[config.mk]
export PLATFORM = sky130hd
export DESIGN_NAME = rc_channel_frame_encoder_core
export DESIGN_NICKNAME = d
export VERILOG_FILES = /design/src/rtl/rcfe_pkg.sv /design/src/rtl/rc_channel_frame_encoder_core.sv /design/src/rtl/rcfe_lane.sv /design/src/rtl/rcfe_frame.sv
export SDC_FILE = /design/constraint.sdc
export NUM_CORES = 2
export LEC_CHECK = 0
export BUFFER_PORTS_ARGS = -buffer_cell sky130_fd_sc_hd__buf_2
export CAP_MARGIN = 20
export CORE_MARGIN = 2
export CORE_UTILIZATION = 65
export DETAILED_ROUTE_END_ITERATION = 6
export PLACE_DENSITY = 0.79
export SYNTH_ARGS = -nofsm -noshare
export SYNTH_HDL_FRONTEND = slang
export SYNTH_HIERARCHICAL = 1
export SYNTH_SLANG_ARGS = --single-unit
[constraint.sdc]
create_clock -name clk -period 30 [get_ports clk]
set_clock_uncertainty 0.2 [all_clocks]
set_input_delay 3 -clock clk [delete_from_list [all_inputs] [get_ports clk]]
set_output_delay 3 -clock clk [all_outputs]
set_load 0.01 [all_outputs]
[src/rtl/rcfe_pkg.sv]
// Package for the RC channel frame encoder: shared types, frame constants,
// failsafe widths and the CRC-8 step function. Depends on nothing.
`timescale 1ns / 1ps

package rcfe_pkg;

  // Channel counts and frame geometry.
  localparam int STORED_CHANNELS = 8;
  localparam int FRAME_CHANNELS  = 16;
  localparam int FRAME_BYTES     = 26;
  localparam int PAYLOAD_BYTES   = 22;
  localparam int CRSF_W          = 11;
  localparam int WIDTH_W         = 12;

  // Fixed header bytes.
  localparam logic [7:0] FRAME_LENGTH = 8'd24;
  localparam logic [7:0] FRAME_TYPE   = 8'h16;
  localparam logic [7:0] CRC_POLY     = 8'hD5;

  // Byte positions inside one frame.
  localparam logic [4:0] BYTE_ADDR    = 5'd0;
  localparam logic [4:0] BYTE_LEN     = 5'd1;
  localparam logic [4:0] BYTE_TYPE    = 5'd2;
  localparam logic [4:0] BYTE_PAYLOAD = 5'd3;
  localparam logic [4:0] BYTE_CRC     = 5'd25;

  // Clamp window and mapping endpoints, all in microseconds or frame units.
  localparam logic [WIDTH_W-1:0] CLAMP_LOW_US  = 12'd800;
  localparam logic [WIDTH_W-1:0] CLAMP_HIGH_US = 12'd2200;
  localparam logic [WIDTH_W-1:0] MAP_LOW_US    = 12'd988;
  localparam logic [WIDTH_W-1:0] MAP_HIGH_US   = 12'd2012;
  localparam logic [CRSF_W-1:0]  CRSF_LOW      = 11'd172;
  localparam logic [CRSF_W-1:0]  CRSF_HIGH     = 11'd1811;
  localparam logic [CRSF_W-1:0]  CRSF_SPAN     = 11'd1639;
  // Frame value of a 1500 us width, used for channels without an input.
  localparam logic [CRSF_W-1:0]  CRSF_MID      = 11'd992;

  localparam logic [9:0] AGE_MAX = 10'd1023;

  // Failsafe widths, one per stored channel.
  typedef logic [STORED_CHANNELS-1:0][WIDTH_W-1:0] width_vec_t;
  localparam width_vec_t FAIL_US = {
    12'd1500, 12'd1500, 12'd1500, 12'd900,
    12'd1500, 12'd988,  12'd1500, 12'd1500
  };

  // Link status codes.
  localparam logic [1:0] LINK_NO_DATA  = 2'd0;
  localparam logic [1:0] LINK_DEFAULTS = 2'd1;
  localparam logic [1:0] LINK_ARMED    = 2'd2;
  localparam logic [1:0] LINK_COMMAND  = 2'd3;

  // Input modes.
  localparam logic MODE_PACKET = 1'b0;
  localparam logic MODE_TICK   = 1'b1;

  // Configuration register indexes.
  localparam logic [2:0] CFG_TIMEOUT   = 3'd0;
  localparam logic [2:0] CFG_PERIOD    = 3'd1;
  localparam logic [2:0] CFG_ARM_LOW   = 3'd2;
  localparam logic [2:0] CFG_ARM_HIGH  = 3'd3;
  localparam logic [2:0] CFG_TOLERANCE = 3'd4;
  localparam logic [2:0] CFG_ADDRESS   = 3'd5;

  // Sequencer states.
  typedef enum logic [1:0] {
    ST_IDLE,
    ST_CALC,
    ST_SEND
  } seq_state_t;

  // What one channel lane reports to the merge logic.
  typedef struct packed {
    logic [CRSF_W-1:0] crsf;
    logic              near_default;
  } lane_res_t;

  // Frame request from the sequencer to the serializer.
  typedef struct packed {
    logic                           start;
    logic [1:0]                     status;
    logic [7:0]                     address;
    logic [PAYLOAD_BYTES-1:0][7:0]  payload;
  } frame_req_t;

  // One byte of CRC-8, MSB first, init handled by the caller.
  function automatic logic [7:0] crc_step(input logic [7:0] crc, input logic [7:0] data);
    logic [7:0] c;
    c = crc ^ data;
    for (int k = 0; k < 8; k++) begin
      c = c[7] ? ({c[6:0], 1'b0} ^ CRC_POLY) : {c[6:0], 1'b0};
    end
    return c;
  endfunction

endpackage

[src/rtl/rc_channel_frame_encoder_core.sv]
// Top level of the RC channel frame encoder: configuration, link tracking,
// eight channel lanes and the frame serializer. Uses rcfe_pkg, rcfe_lane, rcfe_frame.
//
//   Channel   Direction  Handshake             Beat
//   in        input      in_valid / in_ready   mode and eight channel widths
//   out       output     out_valid / out_ready one frame byte, last flag, status
//   cfg       input      cfg_we                register index and write data
//
// A packet, or a tick that sends no frame, leaves the sequencer idle. A tick that
// sends a frame holds the input through ST_CALC, which settles the lanes into the
// frame request, and ST_SEND: one byte per cycle through the serializer's output
// register. A stalled output stretches the frame by the stall; the last byte may
// still wait while the next beat is taken. Reset loads the failsafe widths at once.
`timescale 1ns / 1ps

module rc_channel_frame_encoder_core #(
  parameter int INPUT_CHANNELS = 8
) (
  input  logic               clk,
  input  logic               rst,
  input  logic               in_valid,
  output logic               in_ready,
  input  logic               mode,
  input  logic signed [15:0] channel_0_us,
  input  logic signed [15:0] channel_1_us,
  input  logic signed [15:0] channel_2_us,
  input  logic signed [15:0] channel_3_us,
  input  logic signed [15:0] channel_4_us,
  input  logic signed [15:0] channel_5_us,
  input  logic signed [15:0] channel_6_us,
  input  logic signed [15:0] channel_7_us,
  output logic               out_valid,
  input  logic               out_ready,
  output logic [7:0]         frame_byte,
  output logic               last_byte,
  output logic [1:0]         link_status,
  input  logic               cfg_we,
  input  logic [2:0]         cfg_index,
  input  logic [11:0]        cfg_data
);

  localparam int NCH = rcfe_pkg::STORED_CHANNELS;

  // Configuration registers.
  logic [9:0]  timeout_ticks;
  logic [7:0]  send_period_ticks;
  logic [11:0] arm_low_us;
  logic [11:0] arm_high_us;
  logic [7:0]  default_tolerance_us;
  logic [7:0]  frame_address;

  // Link state.
  rcfe_pkg::width_vec_t widths;
  logic [9:0]           link_age;
  logic                 ever_received;
  logic [7:0]           send_count;
  logic                 lost;

  rcfe_pkg::seq_state_t state, state_next;

  logic signed [15:0]                     raw_us  [NCH];
  logic [rcfe_pkg::WIDTH_W-1:0]           clamped [NCH];
  rcfe_pkg::lane_res_t                    lane_res[NCH];
  logic [rcfe_pkg::FRAME_CHANNELS*rcfe_pkg::CRSF_W-1:0] packed_ch;
  logic [NCH-1:0]                         near;

  logic       accept;
  logic       tick;
  logic [9:0] age_inc;
  logic       lost_now;
  logic [8:0] count_inc;
  logic       send_now;
  logic       armed;
  logic       defaults;
  logic       frame_busy;
  logic       frame_start;
  logic [1:0] frame_status;

  rcfe_pkg::frame_req_t req;

  assign raw_us[0] = channel_0_us;
  assign raw_us[1] = channel_1_us;
  assign raw_us[2] = channel_2_us;
  assign raw_us[3] = channel_3_us;
  assign raw_us[4] = channel_4_us;
  assign raw_us[5] = channel_5_us;
  assign raw_us[6] = channel_6_us;
  assign raw_us[7] = channel_7_us;

  // Configuration writes; unknown indexes are ignored.
  always_ff @(posedge clk) begin
    if (rst) begin
      timeout_ticks        <= 10'd500;
      send_period_ticks    <= 8'd20;
      arm_low_us           <= 12'd1000;
      arm_high_us          <= 12'd1200;
      default_tolerance_us <= 8'd10;
      frame_address        <= 8'd200;
    end else if (cfg_we) begin
      unique case (cfg_index)
        rcfe_pkg::CFG_TIMEOUT:   timeout_ticks        <= cfg_data[9:0];
        rcfe_pkg::CFG_PERIOD:    send_period_ticks    <= cfg_data[7:0];
        rcfe_pkg::CFG_ARM_LOW:   arm_low_us           <= cfg_data;
        rcfe_pkg::CFG_ARM_HIGH:  arm_high_us          <= cfg_data;
        rcfe_pkg::CFG_TOLERANCE: default_tolerance_us <= cfg_data[7:0];
        rcfe_pkg::CFG_ADDRESS:   frame_address        <= cfg_data[7:0];
        default: ;
      endcase
    end
  end

  // Channel lanes, one per stored width.
  for (genvar i = 0; i < NCH; i++) begin : g_lane
    rcfe_lane #(
      .FAIL_WIDTH(rcfe_pkg::FAIL_US[i])
    ) u_lane (
      .raw_us   (raw_us[i]),
      .width    (widths[i]),
      .tolerance(default_tolerance_us),
      .clamped  (clamped[i]),
      .res      (lane_res[i])
    );
    // The arm switch channel takes no part in the defaults check.
    if (i == 4) begin : g_arm
      assign near[i] = 1'b1;
    end else begin : g_chk
      assign near[i] = lane_res[i].near_default;
    end
  end

  // Merge: pack sixteen frame channels LSB first.
  for (genvar i = 0; i < rcfe_pkg::FRAME_CHANNELS; i++) begin : g_pack
    if (i < INPUT_CHANNELS && i < NCH) begin : g_live
      assign packed_ch[i*rcfe_pkg::CRSF_W +: rcfe_pkg::CRSF_W] = lane_res[i].crsf;
    end else begin : g_fixed
      assign packed_ch[i*rcfe_pkg::CRSF_W +: rcfe_pkg::CRSF_W] = rcfe_pkg::CRSF_MID;
    end
  end

  // Merge: link status from the stored widths.
  assign armed    = (widths[4] >= arm_low_us) && (widths[4] <= arm_high_us);
  assign defaults = &near;

  always_comb begin
    if (lost) begin
      frame_status = rcfe_pkg::LINK_NO_DATA;
    end else if (defaults && !armed) begin
      frame_status = rcfe_pkg::LINK_DEFAULTS;
    end else if (defaults) begin
      frame_status = rcfe_pkg::LINK_ARMED;
    end else begin
      frame_status = rcfe_pkg::LINK_COMMAND;
    end
  end

  assign req = {frame_start, frame_status, frame_address, packed_ch};

  // Tick arithmetic.
  assign accept    = in_valid && in_ready;
  assign tick      = (mode == rcfe_pkg::MODE_TICK);
  assign age_inc   = (link_age == rcfe_pkg::AGE_MAX) ? link_age : link_age + 10'd1;
  assign lost_now  = !ever_received || (age_inc > timeout_ticks);
  assign count_inc = {1'b0, send_count} + 9'd1;
  assign send_now  = (count_inc >= {1'b0, send_period_ticks});

  // Link state update on accepted beats.
  always_ff @(posedge clk) begin
    if (rst) begin
      widths        <= rcfe_pkg::FAIL_US;
      link_age      <= '0;
      ever_received <= 1'b0;
      send_count    <= '0;
      lost          <= 1'b1;
    end else if (accept) begin
      if (!tick) begin
        for (int i = 0; i < NCH; i++) begin
          widths[i] <= clamped[i];
        end
        link_age      <= '0;
        ever_received <= 1'b1;
      end else begin
        link_age <= age_inc;
        if (lost_now) begin
          widths <= rcfe_pkg::FAIL_US;
        end
        lost       <= lost_now;
        send_count <= send_now ? 8'd0 : count_inc[7:0];
      end
    end
  end

  // Sequencer state register.
  always_ff @(posedge clk) begin
    if (rst) begin
      state <= rcfe_pkg::ST_IDLE;
    end else begin
      state <= state_next;
    end
  end

  // Sequencer next state.
  always_comb begin
    state_next = state;
    unique case (state)
      rcfe_pkg::ST_IDLE: begin
        if (accept && tick && send_now) begin
          state_next = rcfe_pkg::ST_CALC;
        end
      end
      rcfe_pkg::ST_CALC: state_next = rcfe_pkg::ST_SEND;
      rcfe_pkg::ST_SEND: begin
        if (!frame_busy) begin
          state_next = rcfe_pkg::ST_IDLE;
        end
      end
      default: state_next = rcfe_pkg::ST_IDLE;
    endcase
  end

  // Sequencer outputs.
  always_comb begin
    in_ready    = 1'b0;
    frame_start = 1'b0;
    unique case (state)
      rcfe_pkg::ST_IDLE: in_ready    = 1'b1;
      rcfe_pkg::ST_CALC: frame_start = 1'b1;
      rcfe_pkg::ST_SEND: ;
      default: ;
    endcase
  end

  rcfe_frame u_frame (
    .clk        (clk),
    .rst        (rst),
    .req        (req),
    .busy       (frame_busy),
    .out_valid  (out_valid),
    .out_ready  (out_ready),
    .frame_byte (frame_byte),
    .last_byte  (last_byte),
    .link_status(link_status)
  );

endmodule

[src/rtl/rcfe_lane.sv]
// One channel lane: clamps an incoming width, maps the stored width to the
// 11-bit frame value and checks it against its failsafe width. Uses rcfe_pkg.
`timescale 1ns / 1ps

module rcfe_lane #(
  parameter logic [11:0] FAIL_WIDTH = 12'd1500
) (
  input  logic signed [15:0]            raw_us,
  input  logic [rcfe_pkg::WIDTH_W-1:0]  width,
  input  logic [7:0]                    tolerance,
  output logic [rcfe_pkg::WIDTH_W-1:0]  clamped,
  output rcfe_pkg::lane_res_t           res
);

  logic [9:0]                  offset;
  logic [20:0]                 scaled;
  logic [11:0]                 deviation;
  logic [rcfe_pkg::CRSF_W-1:0] crsf;
  logic                        near_default;

  // Clamp the signed packet width into the legal window.
  always_comb begin
    if (raw_us < $signed({4'd0, rcfe_pkg::CLAMP_LOW_US})) begin
      clamped = rcfe_pkg::CLAMP_LOW_US;
    end else if (raw_us > $signed({4'd0, rcfe_pkg::CLAMP_HIGH_US})) begin
      clamped = rcfe_pkg::CLAMP_HIGH_US;
    end else begin
      clamped = raw_us[11:0];
    end
  end

  // Linear map with rounding; the offset fits ten bits inside the open range.
  assign offset = 10'(width - rcfe_pkg::MAP_LOW_US);
  assign scaled = 21'(offset) * 21'(rcfe_pkg::CRSF_SPAN) + 21'd512;

  always_comb begin
    if (width <= rcfe_pkg::MAP_LOW_US) begin
      crsf = rcfe_pkg::CRSF_LOW;
    end else if (width >= rcfe_pkg::MAP_HIGH_US) begin
      crsf = rcfe_pkg::CRSF_HIGH;
    end else begin
      crsf = rcfe_pkg::CRSF_LOW + scaled[20:10];
    end
  end

  // Absolute distance from the failsafe width.
  assign deviation = (width >= FAIL_WIDTH) ? (width - FAIL_WIDTH) : (FAIL_WIDTH - width);
  assign near_default = (deviation <= {4'd0, tolerance});

  assign res = {crsf, near_default};

endmodule

[src/rtl/rcfe_frame.sv]
// Frame serializer: latches one frame request and sends its 26 bytes through
// an output register, folding the CRC-8 in as bytes go out. Uses rcfe_pkg.
`timescale 1ns / 1ps

module rcfe_frame (
  input  logic                  clk,
  input  logic                  rst,
  input  rcfe_pkg::frame_req_t  req,
  output logic                  busy,
  output logic                  out_valid,
  input  logic                  out_ready,
  output logic [7:0]            frame_byte,
  output logic                  last_byte,
  output logic [1:0]            link_status
);

  logic [4:0]                                 idx;
  logic [7:0]                                 crc;
  logic [7:0]                                 address;
  logic [1:0]                                 status;
  logic [rcfe_pkg::PAYLOAD_BYTES-1:0][7:0]    payload;
  logic [4:0]                                 pidx;
  logic [7:0]                                 byte_next;
  logic                                       load;

  assign load = busy && (!out_valid || out_ready);
  assign pidx = idx - rcfe_pkg::BYTE_PAYLOAD;

  // Pick the byte at the current position.
  always_comb begin
    if (idx == rcfe_pkg::BYTE_ADDR) begin
      byte_next = address;
    end else if (idx == rcfe_pkg::BYTE_LEN) begin
      byte_next = rcfe_pkg::FRAME_LENGTH;
    end else if (idx == rcfe_pkg::BYTE_TYPE) begin
      byte_next = rcfe_pkg::FRAME_TYPE;
    end else if (idx == rcfe_pkg::BYTE_CRC) begin
      byte_next = crc;
    end else begin
      byte_next = payload[pidx];
    end
  end

  // Control: busy flag, byte position and output valid.
  always_ff @(posedge clk) begin
    if (rst) begin
      busy      <= 1'b0;
      idx       <= '0;
      out_valid <= 1'b0;
    end else begin
      if (req.start) begin
        busy <= 1'b1;
        idx  <= '0;
      end else if (load) begin
        idx <= idx + 5'd1;
        if (idx == rcfe_pkg::BYTE_CRC) begin
          busy <= 1'b0;
        end
      end
      if (load) begin
        out_valid <= 1'b1;
      end else if (out_ready) begin
        out_valid <= 1'b0;
      end
    end
  end

  // Payload: latched request, running CRC and the output beat.
  always_ff @(posedge clk) begin
    if (req.start) begin
      address <= req.address;
      status  <= req.status;
      payload <= req.payload;
      crc     <= 8'd0;
    end else if (load && idx >= rcfe_pkg::BYTE_TYPE && idx < rcfe_pkg::BYTE_CRC) begin
      crc <= rcfe_pkg::crc_step(crc, byte_next);
    end
    if (load) begin
      frame_byte  <= byte_next;
      last_byte   <= (idx == rcfe_pkg::BYTE_CRC);
      link_status <= status;
    end
  end

endmodule
==> impl_metrics.tcl <==
set metrics [dict create \
    finalCriticalPeriod_ns 7.779 \
    hold_slack_ns 0.2308 \
    vias 33250 \
    htree_levels 2 \
    cts_tree "yes" \
    tns_ns 0 \
    cp.required_ns 30.15 \
    rows 92 \
    clock-sinks 388 \
    layout_commonest_cell "ha_1" \
    drc_errors 1 \
    yosysWarnings 6 \
    routed_wl_um 102400 \
    via_per_inst 5.953 \
    syn_inst 4513 \
    hold_viol_final 0 \
    avgRoutedWirePerCell_um 18.33 \
    grt_max_degree 75 \
    crit_path_end_kind "flip-flop" \
    post_cts_buffers 0 \
    critPathLaunchType "flip-flop" \
    slew_violations 0 \
    setup_viol 0 \
    fin_crit_sh_pct 25.93 \
    die-height_um 256.7 \
    final.fill_count 4887 \
    first_iter_violations 2735 \
    drv_cap 0 \
    multi_input_area_um2 28960 \
    grt.total_usage_pct 30.99 \
    start_util_pct 65.81 \
    critPathMaxFanout 13 \
    final_nets 5704 \
    insertion_delay_ns 0.60 \
    cts_buffers 45 \
    slew_headroom_pct 29.58 \
    clkTransAtPathRegs_ns 0.07 \
    die-area_um2 65910 \
    hold_path_class "reg2reg" \
    die_x_um 256.7 \
    cts_root_buffer "clkbuf_16" \
    num_io_pins 162 \
    detail-route-antenna-nets 0 \
    grt-ovfl-total 0 \
    gp_congestion 0.9385 \
    synth_area_um2 41520 \
    seq_area_um2 9743 \
    area_growth_pct 8.083 \
    place_hpwl_um 81410 \
    cts_resized 0 \
    cp.arrival_ns 7.93 \
    fmax_mhz 128.6 \
    layout_common_cells "ha_1 (669), inv_1 (650), nand2_1 (339)" \
    worst_pin_slew_ns 1.052 \
    antenna_found_initial 17 \
    status "finished with violations" \
    violations "design-rule violations" \
    rsz0062_at_grt "no" \
    fp.coreArea_um2 63080 \
    drive_above_1_share_pct 9.408 \
    grt_pass1_wl_um 166200 \
    drtPass1Iterations 7 \
    grt_pass1_vias 32860 \
    syn_avg_cell_area_um2 9.199 \
    clock_path_buffers 3 \
    numPortBuffers 161 \
    hold_buffers 0 \
    critical_path_class "reg2reg" \
]
==> metal layers <==
metal	track usage, %	vias to the layer above	wire length [um]
met4	11.13	14	3745
met3	5.042	220	7401
met1	39.96	15780	42930
met5	0	-	93
met2	52.59	1030	48190
li1	-	16210	-
==> flip-flops by register name, summed over array words and instances, names as in the netlist <==
register and flops:
frame_address 8, arm_low_us 12, link_age 10, state 2, u_frame/out_valid 1, u_frame/crc 8
send_count 8, send_period_ticks 8, lost 1, arm_high_us 12, u_frame/link_status 2, u_frame/last_byte 1
u_frame/status 2, default_tolerance_us 8, u_frame/busy 1, u_frame/idx 5, ever_received 1, widths 96
u_frame/payload 176, u_frame/address 8, timeout_ticks 10, u_frame/frame_byte 8
==> worst max-delay path, stage by stage (launching register included) <==
cell,delay [ns]
dfxtp_1,0.61
nand3_1,0.24
inv_1,0.09
o21ai_0,0.14
nor2_1,0.17
xor2_1,0.32
ha_1,0.33
inv_1,0.10
xnor2_1,0.10
ha_1,0.19
a21oi_1,0.19
fa_1,0.48
fa_1,0.54
inv_1,0.05
fa_1,0.48
ha_1,0.36
a21oi_1,0.21
o22ai_1,0.15
nor3_1,0.48
mux2i_2,0.37
nand3_1,0.14
a21o_1,0.24
a221o_1,0.34
or4_1,0.53
and4_1,0.23
o31a_1,0.23
==> layout make-up <==
cell class	count	area share, %
timing repair buffer	193	2.331
inverter	651	5.446
multi-input combinational	3414	64.53
clock inverter	27	0.7027
sequential	388	21.71
antenna	9	0.05019
clock buffer	57	2.864
tap	846	2.359
==> per-stage QoR <==
step	area [um2]	setup WS, ns	std cells	utilization (%)
4_1_cts	44850	22.31	5576	71.10
2_1_floorplan	41840	19.51	4599	-
5_1_grt	44860	21.79	5580	71.11
6_report	44870	22.22	5585	71.13
3_3_place_gp	43250	22.55	5492	68.56
3_5_place_dp	43250	22.31	5492	68.56
==> final timing paths <==
kind	startpoint	to	slack, ns	depth (start not counted)
setup / recovery	widths[38]	u_frame/payload[43]	22.22	25
hold / removal	frame_address[1]	u_frame/address[1]	0.23	0
setup reg to reg	widths[38]	u_frame/payload[43]	22.22	25
hold reg to reg	frame_address[1]	u_frame/address[1]	0.23	0
Power is left out: the tool's default activity adds up to more than one toggle a clock period on the data nets, which glitch-free logic cannot reach.
